<file path="config.mk">
export PLATFORM = sky130hd
export DESIGN_NAME = rkc_mul
export DESIGN_NICKNAME = d
export VERILOG_FILES = /design/src/design/rkc_pkg.sv /design/src/design/rkc_mul.sv
export SDC_FILE = /design/constraint.sdc
export NUM_CORES = 2
export LEC_CHECK = 0
export ABC_CLOCK_PERIOD_IN_PS = 17700
export BUFFER_PORTS_ARGS = -buffer_cell sky130_fd_sc_hd__buf_4
export CORE_ASPECT_RATIO = 1.5
export CORE_UTILIZATION = 55
export CTS_CLUSTER_SIZE = 12
export DETAILED_ROUTE_END_ITERATION = 12
export PLACE_DENSITY_LB_ADDON = 0.25
export SETUP_SLACK_MARGIN = 0.02
export SLEW_MARGIN = 0
export SYNTH_ARGS = -nofsm -noshare
export SYNTH_HDL_FRONTEND = slang
export SYNTH_SLANG_ARGS = --single-unit
</file>
<file path="constraint.sdc">
create_clock -name i_clk -period 17.7 [get_ports i_clk]
set_input_delay 4.425 -clock i_clk [delete_from_list [all_inputs] [get_ports i_clk]]
set_output_delay 4.425 -clock i_clk [all_outputs]
set_load 0.01 [all_outputs]
</file>
<file path="src/design/rkc_pkg.sv">
// Package: shared constants, types and saturating helpers for the RK4 stage combiner.
`default_nettype none
package rkc_pkg;

    // Vector storage depth and derived index widths
    localparam int MAX_ELEMENTS = 64;
    localparam int IDX_W        = (MAX_ELEMENTS > 1) ? $clog2(MAX_ELEMENTS) : 1;
    localparam int CNT_W        = 7;
    localparam int NUM_W        = (IDX_W + 1 > CNT_W) ? IDX_W + 1 : CNT_W;

    // Data path widths
    localparam int DATA_W = 32;
    localparam int MUL_W  = 33;
    localparam int PROD_W = 2 * MUL_W;
    localparam int CFG_W  = 1;

    // floor(a / 3) == (a * RECIP3) >> RECIP_SH for any 32-bit unsigned a
    localparam logic [MUL_W-1:0] RECIP3   = 33'h0AAAAAAAB;
    localparam int               RECIP_SH = 33;

    // Reset values of the configuration registers
    localparam logic signed [DATA_W-1:0] TIME_STEP_RST     = 32'sh0001_0000;
    localparam logic        [CNT_W-1:0]  ELEMENT_COUNT_RST = 7'd6;

    typedef enum logic [CFG_W-1:0] {
        CFG_TIME_STEP     = 1'b0,
        CFG_ELEMENT_COUNT = 1'b1
    } t_cfg_index;

    typedef enum logic {
        OP_LOAD  = 1'b0,
        OP_DERIV = 1'b1
    } t_opcode;

    typedef enum logic [2:0] {
        S_IDLE,
        S_LOAD,
        S_MULK,
        S_ROUND,
        S_DIV,
        S_ACC,
        S_OUT
    } t_state;

    // Control strobes from the sequencer
    typedef struct packed {
        logic in_ready;
        logic mul_en;
        logic mul_div;
        logic ram_re;
        logic load_we;
        logic sum_we;
        logic out_load;
    } t_ctrl;

    // Add two Q16.16 values and clamp to the 32-bit signed range
    function automatic logic signed [DATA_W-1:0] sat_add(
        input logic signed [DATA_W-1:0] a,
        input logic signed [DATA_W-1:0] b
    );
        logic signed [DATA_W:0] s;
        s = {a[DATA_W-1], a} + {b[DATA_W-1], b};
        if (s[DATA_W] != s[DATA_W-1]) begin
            sat_add = s[DATA_W] ? {1'b1, {(DATA_W-1){1'b0}}} : {1'b0, {(DATA_W-1){1'b1}}};
        end else begin
            sat_add = s[DATA_W-1:0];
        end
    endfunction

    // Halve with round to nearest, ties toward plus infinity
    function automatic logic signed [DATA_W-1:0] half_round(
        input logic signed [DATA_W-1:0] a
    );
        logic signed [DATA_W:0] s;
        s = {a[DATA_W-1], a} + {{DATA_W{1'b0}}, 1'b1};
        half_round = s[DATA_W:1];
    endfunction

endpackage
`default_nettype wire

</file>
<file path="src/design/rkc_mul.sv">
// Shared signed multiplier with a registered product.
`default_nettype none
module rkc_mul (
    input  wire logic                                  i_clk,
    input  wire logic                                  i_en,
    input  wire logic signed [rkc_pkg::MUL_W-1:0]      i_a,
    input  wire logic signed [rkc_pkg::MUL_W-1:0]      i_b,
    output      logic signed [rkc_pkg::PROD_W-1:0]     o_prod
);
    logic signed [rkc_pkg::PROD_W-1:0] r_prod;

    // Capture the product when the sequencer issues an operation
    always_ff @(posedge i_clk) begin
        if (i_en) begin
            r_prod <= i_a * i_b;
        end
    end

    assign o_prod = r_prod;
endmodule
`default_nettype wire
</file>
==> run metrics <==
Hold WC Path Type input pin to register; IO buf count 133; Yosys warning count 0; predominant post-synthesis flop cell edfxtp_1; number of synthesized flops with an enable pin between 60 and 70; worst endpoint required time 17.78 ns; commonest non-fill, non-tap cell in the layout fa_1; gr ovfl total 0; syn_nets 5,768; Post-CTS Hold Buffers 0; Max Slew Vio Count 0; final setup fails 0; Distinct cells, synth 80; syn avg cell area 9.542 µm²; Clock Sinks 66; vias in the first global route 32,780; WL met3 6305 µm; Top Layer Used met4; clock-pin transition on the worst setup and hold timing paths 0.06 ns; via count 29,330; Slew headroom 24.08%; Final min period 12.11 ns; Largest register FFs 66; Die W 226 µm; Crit Path Category input pin to register; antenna violations before repair 7; drt first pass iters 6; GP Congestion roughly 0.92; compound-gate portion of the synthesized area 4.002%; Setup crit end o_prod[60]; Post-Synth Simple-Gate Area 15.53%; first-pass GRT wire length ~180,000 µm; WL per Instance about 22 µm; wire length on met2 just over 60,000 µm; cts repair resizes 0; max capacitance violation total 0; Core Area between 70,000 and 80,000 µm²; critical path launch point i_b[9]; Post-Synth XOR/XNOR Area 1.439%; Clock Tree Buf Depth 2; fmax 0.08257 GHz; # DRC 0; unrepaired setup endpoints after global routing no; outcome completed; Fin Setup TNS 0 ns; post-synthesis mux area share 0%; total track usage 32.48%; Synth Instances 4,338; fin crit share 68.42%; CTS buffer count 9; Total Wirelength 116,800 µm; die area roughly 76,000 µm²; Hold Path Stages 2; crit path DAT about 12 ns; Final #Nets 5,692; Setup crit start kind input pin; most used cells in the layout excluding fill and tap cells fa_1, inv_1, and2_1, nand2_1, ha_1; mapped cell area 41,390 µm²; Post-CTS Setup Bufs 0; dpl hpwl 93,710 µm; vias per inst 5.570; Final Hold Vio Count 0; CP Max Fanout 33; area growth from synthesis to layout 4.072%; H-tree depth 3; Least-Margin Pin Slew 1.135 ns; Ports approximately 130; post-synthesis adder-cell area fraction 61.93%; CP endpoint kind register; share of layout cells above drive strength 1 4.359%; asr flop ratio synth 0%; synthesis-stage register bit count 66; Seq/Total Area, Yosys 4.788%; # rows 122; largest family of logic cells by synthesized area adder cells; Met1 Wirelength ~34,000 µm; Root Buffer clkbuf_16; Initial Util between 50% and 60%; Detail Route Antenna Nets 0; die height 338.0 µm; CTS tree built; Initial DRC Count 1,730; largest net degree at the start of global routing 67
[cells in the mapped netlist (4+ instances only)]
cell type  instances  area [µm²]
a211o_1            6       52.55
a211oi_1           7       52.55
a21o_1            36       270.3
a21oi_1           57       285.3
a31oi_1            8       50.05
and2_1           562        3516
and3_1             5       31.28
and4_1             5       43.79
buf_2             11       55.05
clkbuf_1         208       780.8
edfxtp_1          66        1982
fa_1            1145       22920
ha_1             217        2715
inv_1           1131        4245
nand2_1          551        2068
nand2b_1          12       75.07
nand3_1           25       125.1
nand4_1           11       68.82
nor2_1            68       255.2
nor2b_1            5       31.28
nor3_1             7       35.03
o211ai_1           4       30.03
o21a_1             6       45.04
o21ai_0           25       125.1
o21ai_1            6       30.03
o21bai_1          11       82.58
xnor2_1           43       376.6
xor2_1            25       219.0
[worst max-delay path: stages]
cell,delay [ns]
buf_4,0.34
nand2_1,0.22
fa_1,0.56
inv_1,0.07
fa_1,0.67
inv_1,0.12
fa_1,0.47
fa_1,0.56
inv_1,0.07
fa_1,0.85
fa_1,0.52
fa_1,0.50
inv_1,0.05
fa_1,0.48
inv_1,0.04
ha_1,0.43
nand3_1,0.26
nor2_1,0.30
nand2_1,0.14
nor3_1,0.42
o311ai_4,0.24
nand3_2,0.17
a31oi_1,0.11
xnor2_1,0.15
[per-stage QoR]
step / utilization (%) / cell area, µm² / worst slack [ns] / hold WS (ns) / std cells
floorplan: - / 41390 / 5.910 / 4.538 / 4338
finish: 58.07 / 43080 / 5.589 / 4.665 / 5266
CTS: 58.05 / 43060 / 5.642 / 4.652 / 5259
detailed placement: 57.68 / 42790 / 5.280 / 4.832 / 5243
global placement: 57.68 / 42790 / 5.330 / 4.831 / 5243
global route: 58.05 / 43070 / 5.230 / 4.665 / 5261
[cells by family after synthesis]
| family | after synthesis |
|---|---|
| xor+xnor | 68 |
| compound gates | 219 |
| flops | 66 |
| fa+ha+maj | 1362 |
| buf+inv | 1352 |
| simple gates | 1271 |
[worst min-delay path by stage]
stage | start | endpoint | slack, ns
floorplan | i_en | o_prod[0] | 4.54
global placement | o_prod[12] | o_prod[12] | 4.83
detailed placement | o_prod[12] | o_prod[12] | 4.83
CTS | i_b[0] | o_prod[0] | 4.65
global route | i_b[0] | o_prod[0] | 4.66
finish | i_b[0] | o_prod[0] | 4.67
[routing by layer]
| metal | vias up | GRT usage (%) |
|---|---|---|
| li1 | 12250 | - |
| met5 | - | 0 |
| met1 | 15450 | 31.62 |
| met2 | 1134 | 57.89 |
| met3 | 496 | 4.412 |
| met4 | 0 | 32.55 |
[final cells by class]
type,count,area [µm²]
Fill cell,6633,31110
Multi-Input combinational cell,2920,34320
Sequential cell,66,1982
Antenna cell,7,17.52
Timing Repair Buffer,134,1006
Inverter,1131,4245
Clock inverter,7,46.29
Clock buffer,9,225.2
Tap cell,992,1241
Power is left out: the tool's default activity adds up to more than one toggle a clock period on the data nets, which glitch-free logic cannot reach.
