### config.mk
export PLATFORM = sky130hd
export DESIGN_NAME = rkc_ram
export DESIGN_NICKNAME = d
export VERILOG_FILES = /design/src/design/rkc_ram.sv
export SDC_FILE = /design/constraint.sdc
export NUM_CORES = 2
export LEC_CHECK = 0
export BUFFER_PORTS_ARGS = -buffer_cell sky130_fd_sc_hd__buf_4
export CAP_MARGIN = 20
export CORE_ASPECT_RATIO = 0.8
export CORE_UTILIZATION = 30
export DETAILED_ROUTE_END_ITERATION = 10
export PLACE_DENSITY_LB_ADDON = 0.3
export SLEW_MARGIN = 20
export SYNTH_ARGS = -nofsm -noshare
export SYNTH_HDL_FRONTEND = slang
export SYNTH_SLANG_ARGS = --single-unit
### constraint.sdc
create_clock -name i_clk -period 9.3 [get_ports i_clk]
set_input_delay 0 -clock i_clk [delete_from_list [all_inputs] [get_ports i_clk]]
set_output_delay 0 -clock i_clk [all_outputs]
set_load 0.1 [all_outputs]
### src/design/rkc_ram.sv
// Generic single-write, single-read RAM with registered read data.
`default_nettype none
module rkc_ram #(
    parameter int WIDTH = 32,
    parameter int DEPTH = 64
) (
    input  wire logic                                         i_clk,
    input  wire logic                                         i_we,
    input  wire logic [((DEPTH > 1) ? $clog2(DEPTH) : 1)-1:0] i_waddr,
    input  wire logic [WIDTH-1:0]                             i_wdata,
    input  wire logic                                         i_re,
    input  wire logic [((DEPTH > 1) ? $clog2(DEPTH) : 1)-1:0] i_raddr,
    output      logic [WIDTH-1:0]                             o_rdata
);
    logic [WIDTH-1:0] r_mem [DEPTH];
    logic [WIDTH-1:0] r_rdata;

    // Write port
    always_ff @(posedge i_clk) begin
        if (i_we) begin
            r_mem[i_waddr] <= i_wdata;
        end
    end

    // Registered read port, holds between reads
    always_ff @(posedge i_clk) begin
        if (i_re) begin
            r_rdata <= r_mem[i_raddr];
        end
    end

    assign o_rdata = r_rdata;
endmodule
`default_nettype wire

==> run_summary.xml <==
<?xml version="1.0" encoding="UTF-8"?>
<metrics>
  <group name="status">
    <metric name="outcome" unit="">finished, final reports clean</metric>
  </group>
  <group name="sta">
    <metric name="setup-violations-final" unit="">0</metric>
    <metric name="timing_hold_violations_final" unit="">0</metric>
    <metric name="post-route-period-util" unit="%">35.1</metric>
    <metric name="final_period_minus_worst_setup_slack" unit="ps">3260</metric>
    <metric name="clock_skew" unit="ps">58.9</metric>
    <metric name="fin_ws" unit="ps">6040</metric>
    <metric name="totalNegativeSetupSlack" unit="ps">0</metric>
    <metric name="slew_margin_rel" unit="%">25.7</metric>
    <metric name="setup_repair_after_global_routing_missed_its_margin" unit="">no</metric>
    <metric name="drv_slew" unit="">0</metric>
    <metric name="max_clock_freq" unit="MHz">306</metric>
    <metric name="slew_worst_pin" unit="ps">1110</metric>
  </group>
  <group name="yosys">
    <metric name="yosysWarnings" unit="">0</metric>
    <metric name="ys_ff_latch" unit="">2080</metric>
    <metric name="synth_edf_count" unit="">2080</metric>
    <metric name="synth.lib_cells_used.distinct" unit="">33</metric>
    <metric name="synthesis.nets" unit="">3371</metric>
    <metric name="syn-instance-count" unit="">3324</metric>
    <metric name="synth_compound_gate_area_share" unit="%">1.67</metric>
    <metric name="synth_flop_cell" unit="">sky130_fd_sc_hd__edfxtp_1</metric>
    <metric name="ys_seq_area_share" unit="%">79.2</metric>
    <metric name="synth_xor_area_share" unit="%">0</metric>
    <metric name="syn_area_per_cell" unit="um2">23.7</metric>
    <metric name="synth.area.mux_share" unit="%">16.7</metric>
    <metric name="post_synthesis_share_of_cell_area_spent_on_full_adders_half_adders_and_majority_gates" unit="%">0</metric>
    <metric name="syn_std_cell_area" unit="um2">78800</metric>
    <metric name="synth-async-reset-ratio" unit="%">0</metric>
    <metric name="synth_top_family_by_area" unit="">multiplexers</metric>
    <metric name="post_synth_and_or_nand_nor_area_fraction" unit="%">1.26</metric>
  </group>
  <group name="floorplanning">
    <metric name="chipHeight" unit="um">461</metric>
    <metric name="chipWidth" unit="um">575</metric>
    <metric name="initial_core_util" unit="%">30.3</metric>
    <metric name="floorplan.io_pins" unit="">79</metric>
    <metric name="core_area" unit="um2">260000</metric>
    <metric name="fp.dieArea" unit="um2">265000</metric>
    <metric name="standard_cell_rows" unit="">167</metric>
  </group>
  <group name="clock_network">
    <metric name="clkSlewWorstSetupHoldPaths" unit="ps">70</metric>
    <metric name="clock-root-buffer" unit="">sky130_fd_sc_hd__clkbuf_16</metric>
    <metric name="cts_tree" unit="">yes</metric>
    <metric name="htree_num_levels" unit="">4</metric>
    <metric name="clock_path_buffers" unit="">4</metric>
    <metric name="holdBufCountCts" unit="">39</metric>
    <metric name="cts_setup_buffers" unit="">0</metric>
    <metric name="worstSkewPairLatency" unit="ps">850</metric>
    <metric name="cts_inserted_buffers" unit="">196</metric>
    <metric name="cts_resized" unit="">0</metric>
    <metric name="cts_sinks" unit="">2080</metric>
  </group>
  <group name="job">
    <metric name="max-cap-violations" unit="">0</metric>
  </group>
  <group name="finish">
    <metric name="fraction_of_final_layout_cells_sized_beyond_drive_strength_1" unit="%">28.4</metric>
    <metric name="nets" unit="">3609</metric>
    <metric name="final_common_cell" unit="">sky130_fd_sc_hd__edfxtp_1</metric>
    <metric name="final_cell_mix" unit="">sky130_fd_sc_hd__edfxtp_1, sky130_fd_sc_hd__mux4_2, sky130_fd_sc_hd__clkbuf_16</metric>
    <metric name="area.growth.synth_to_final" unit="%">14.9</metric>
  </group>
  <group name="detailed_routing">
    <metric name="routed-via-count" unit="">37600</metric>
    <metric name="ant_nets" unit="">0</metric>
    <metric name="vias_per_cell" unit="">5.24</metric>
    <metric name="avgRoutedWirePerCell" unit="um">31.6</metric>
    <metric name="detail_route.first_pass.iterations" unit="">5</metric>
    <metric name="first_iter_violations" unit="">4790</metric>
    <metric name="detail_route.drc_violations" unit="">0</metric>
    <metric name="postRouteWirelength" unit="um">227000</metric>
  </group>
  <group name="critical_path">
    <metric name="worst_ep_required_time" unit="ps">9860</metric>
    <metric name="setup_crit_end_kind" unit="">flip-flop</metric>
    <metric name="worst_ep_arrival_time" unit="ps">3820</metric>
    <metric name="worstSetupStartpointType" unit="">primary input</metric>
    <metric name="timing.setup.critical_path_class" unit="">in2reg</metric>
    <metric name="crit_fanout" unit="">66</metric>
  </group>
  <group name="global_route">
    <metric name="antenna_found_initial" unit="">26</metric>
    <metric name="first_global_vias" unit="">37500</metric>
    <metric name="grt_first_pass_wirelength" unit="um">312000</metric>
    <metric name="grt_max_degree" unit="">104</metric>
    <metric name="global_route.overflow_total" unit="">0</metric>
    <metric name="gr-usage-all-layers" unit="%">17.0</metric>
  </group>
  <group name="pwr">
    <metric name="totalPowerFinal" unit="mW">19.2</metric>
    <metric name="leakage" unit="nW">27.4</metric>
    <metric name="ir_worst_vdd" unit="mV">0.139</metric>
    <metric name="power.density_cell_area" unit="nW/um2">212</metric>
  </group>
  <group name="worst_hold_path">
    <metric name="hp-class" unit="">in2reg</metric>
  </group>
  <group name="placement">
    <metric name="place.port_buffers" unit="">78</metric>
    <metric name="dp_hpwl" unit="um">119000</metric>
    <metric name="globalplace.congestion" unit="">0.753</metric>
    <metric name="placement.setup.worst_slack" unit="ps">5220</metric>
  </group>
</metrics>
## final timing paths
kind	start	to	slack, ps	depth (start not counted)
worst max-delay path	i_raddr[2]	o_rdata[25]	6040	8
worst min register to register	r_mem[28][17]	o_rdata[17]	890	4
worst min-delay path	i_waddr[3]	r_mem[60][4]	230	3
worst max register to register	r_mem[19][3]	o_rdata[3]	6790	5
## cell families after synthesis
logic type             count (synthesis)
AO/OA/AOI/OAI                        202
buffers and inverters                182
flip-flops                          2080
multiplexers                         637
AND/OR/NAND/NOR                      223
## Yosys cell counts, types with 2 or more instances
library cell	n	area (um2)
sky130_fd_sc_hd__or3b_2	3	26.3
sky130_fd_sc_hd__a311oi_1	8	70.1
sky130_fd_sc_hd__edfxtp_1	2080	62500
sky130_fd_sc_hd__nor2b_1	15	93.8
sky130_fd_sc_hd__a41o_1	4	40.0
sky130_fd_sc_hd__nand4_1	2	12.5
sky130_fd_sc_hd__o221ai_1	27	236
sky130_fd_sc_hd__o22ai_1	84	526
sky130_fd_sc_hd__mux2i_1	93	931
sky130_fd_sc_hd__o32ai_1	4	35.0
sky130_fd_sc_hd__a21oi_1	62	310
sky130_fd_sc_hd__nand3_1	5	25.0
sky130_fd_sc_hd__nand3b_1	5	37.5
sky130_fd_sc_hd__buf_2	57	285
sky130_fd_sc_hd__clkbuf_1	74	278
sky130_fd_sc_hd__a22oi_1	12	90.1
sky130_fd_sc_hd__nor2_1	137	514
sky130_fd_sc_hd__nor3_1	7	35.0
sky130_fd_sc_hd__buf_6	5	56.3
sky130_fd_sc_hd__or3b_1	2	17.5
sky130_fd_sc_hd__buf_1	21	78.8
sky130_fd_sc_hd__nand2_1	26	97.6
sky130_fd_sc_hd__and2_1	2	12.5
sky130_fd_sc_hd__and3_1	4	25.0
sky130_fd_sc_hd__or3_1	3	18.8
sky130_fd_sc_hd__nand2b_1	8	50.1
sky130_fd_sc_hd__buf_4	25	188
sky130_fd_sc_hd__mux4_2	544	12300
## power by group
group	switching [mW]	internal [mW]	leakage, nW
Sequential	0.0389	10.4	18.7
Combinational	0.738	0.356	5.79
Clock	3.45	4.22	2.87
## layout make-up
| cell class | instances | area, um2 |
|---|---|---|
| diodes | 9 | 22.5 |
| clock buffers | 248 | 5160 |
| clock inverters | 92 | 738 |
| fillers | 23900 | 170000 |
| multi-input cells | 1062 | 16000 |
| flip-flops and latches | 2080 | 62500 |
| well taps | 3464 | 4330 |
| repair buffers | 222 | 1850 |
## routing by layer
metal | part of all wire, % | up-vias | track usage (%) | wire length [um]
met5 | 0.017 | - | 0 | 38
met4 | 1.9 | 6 | 3.45 | 4240
met3 | 9.2 | 265 | 4.02 | 20800
met2 | 44 | 1697 | 25.2 | 100000
met1 | 45 | 20900 | 25.2 | 102000
li1 | - | 14800 | - | -
## state kept, by name, indices dropped and copies added, names as in the netlist
register,count
o_rdata,32
r_mem,2048
## critical path: stages
cell,delay (ps)
sky130_fd_sc_hd__buf_8,520
sky130_fd_sc_hd__buf_4,620
sky130_fd_sc_hd__buf_4,680
sky130_fd_sc_hd__mux4_2,420
sky130_fd_sc_hd__o22ai_1,400
sky130_fd_sc_hd__nor2_1,170
sky130_fd_sc_hd__a21oi_1,700
sky130_fd_sc_hd__nor2_1,90
## metrics by stage
| step | hold WS (ps) | area [um2] | instances | util [%] |
|---|---|---|---|---|
| 5_1_grt | 234 | 90500 | 7169 | 34.8 |
| 4_1_cts | 173 | 90500 | 7168 | 34.8 |
| 6_report | 226 | 90600 | 7177 | 34.8 |
| 2_1_floorplan | 98.9 | 78800 | 3324 | - |
| 3_3_place_gp | 558 | 84200 | 6789 | 32.4 |
| 3_5_place_dp | 571 | 84200 | 6789 | 32.4 |
No activity file was read; power rests on OpenSTA's default activity.
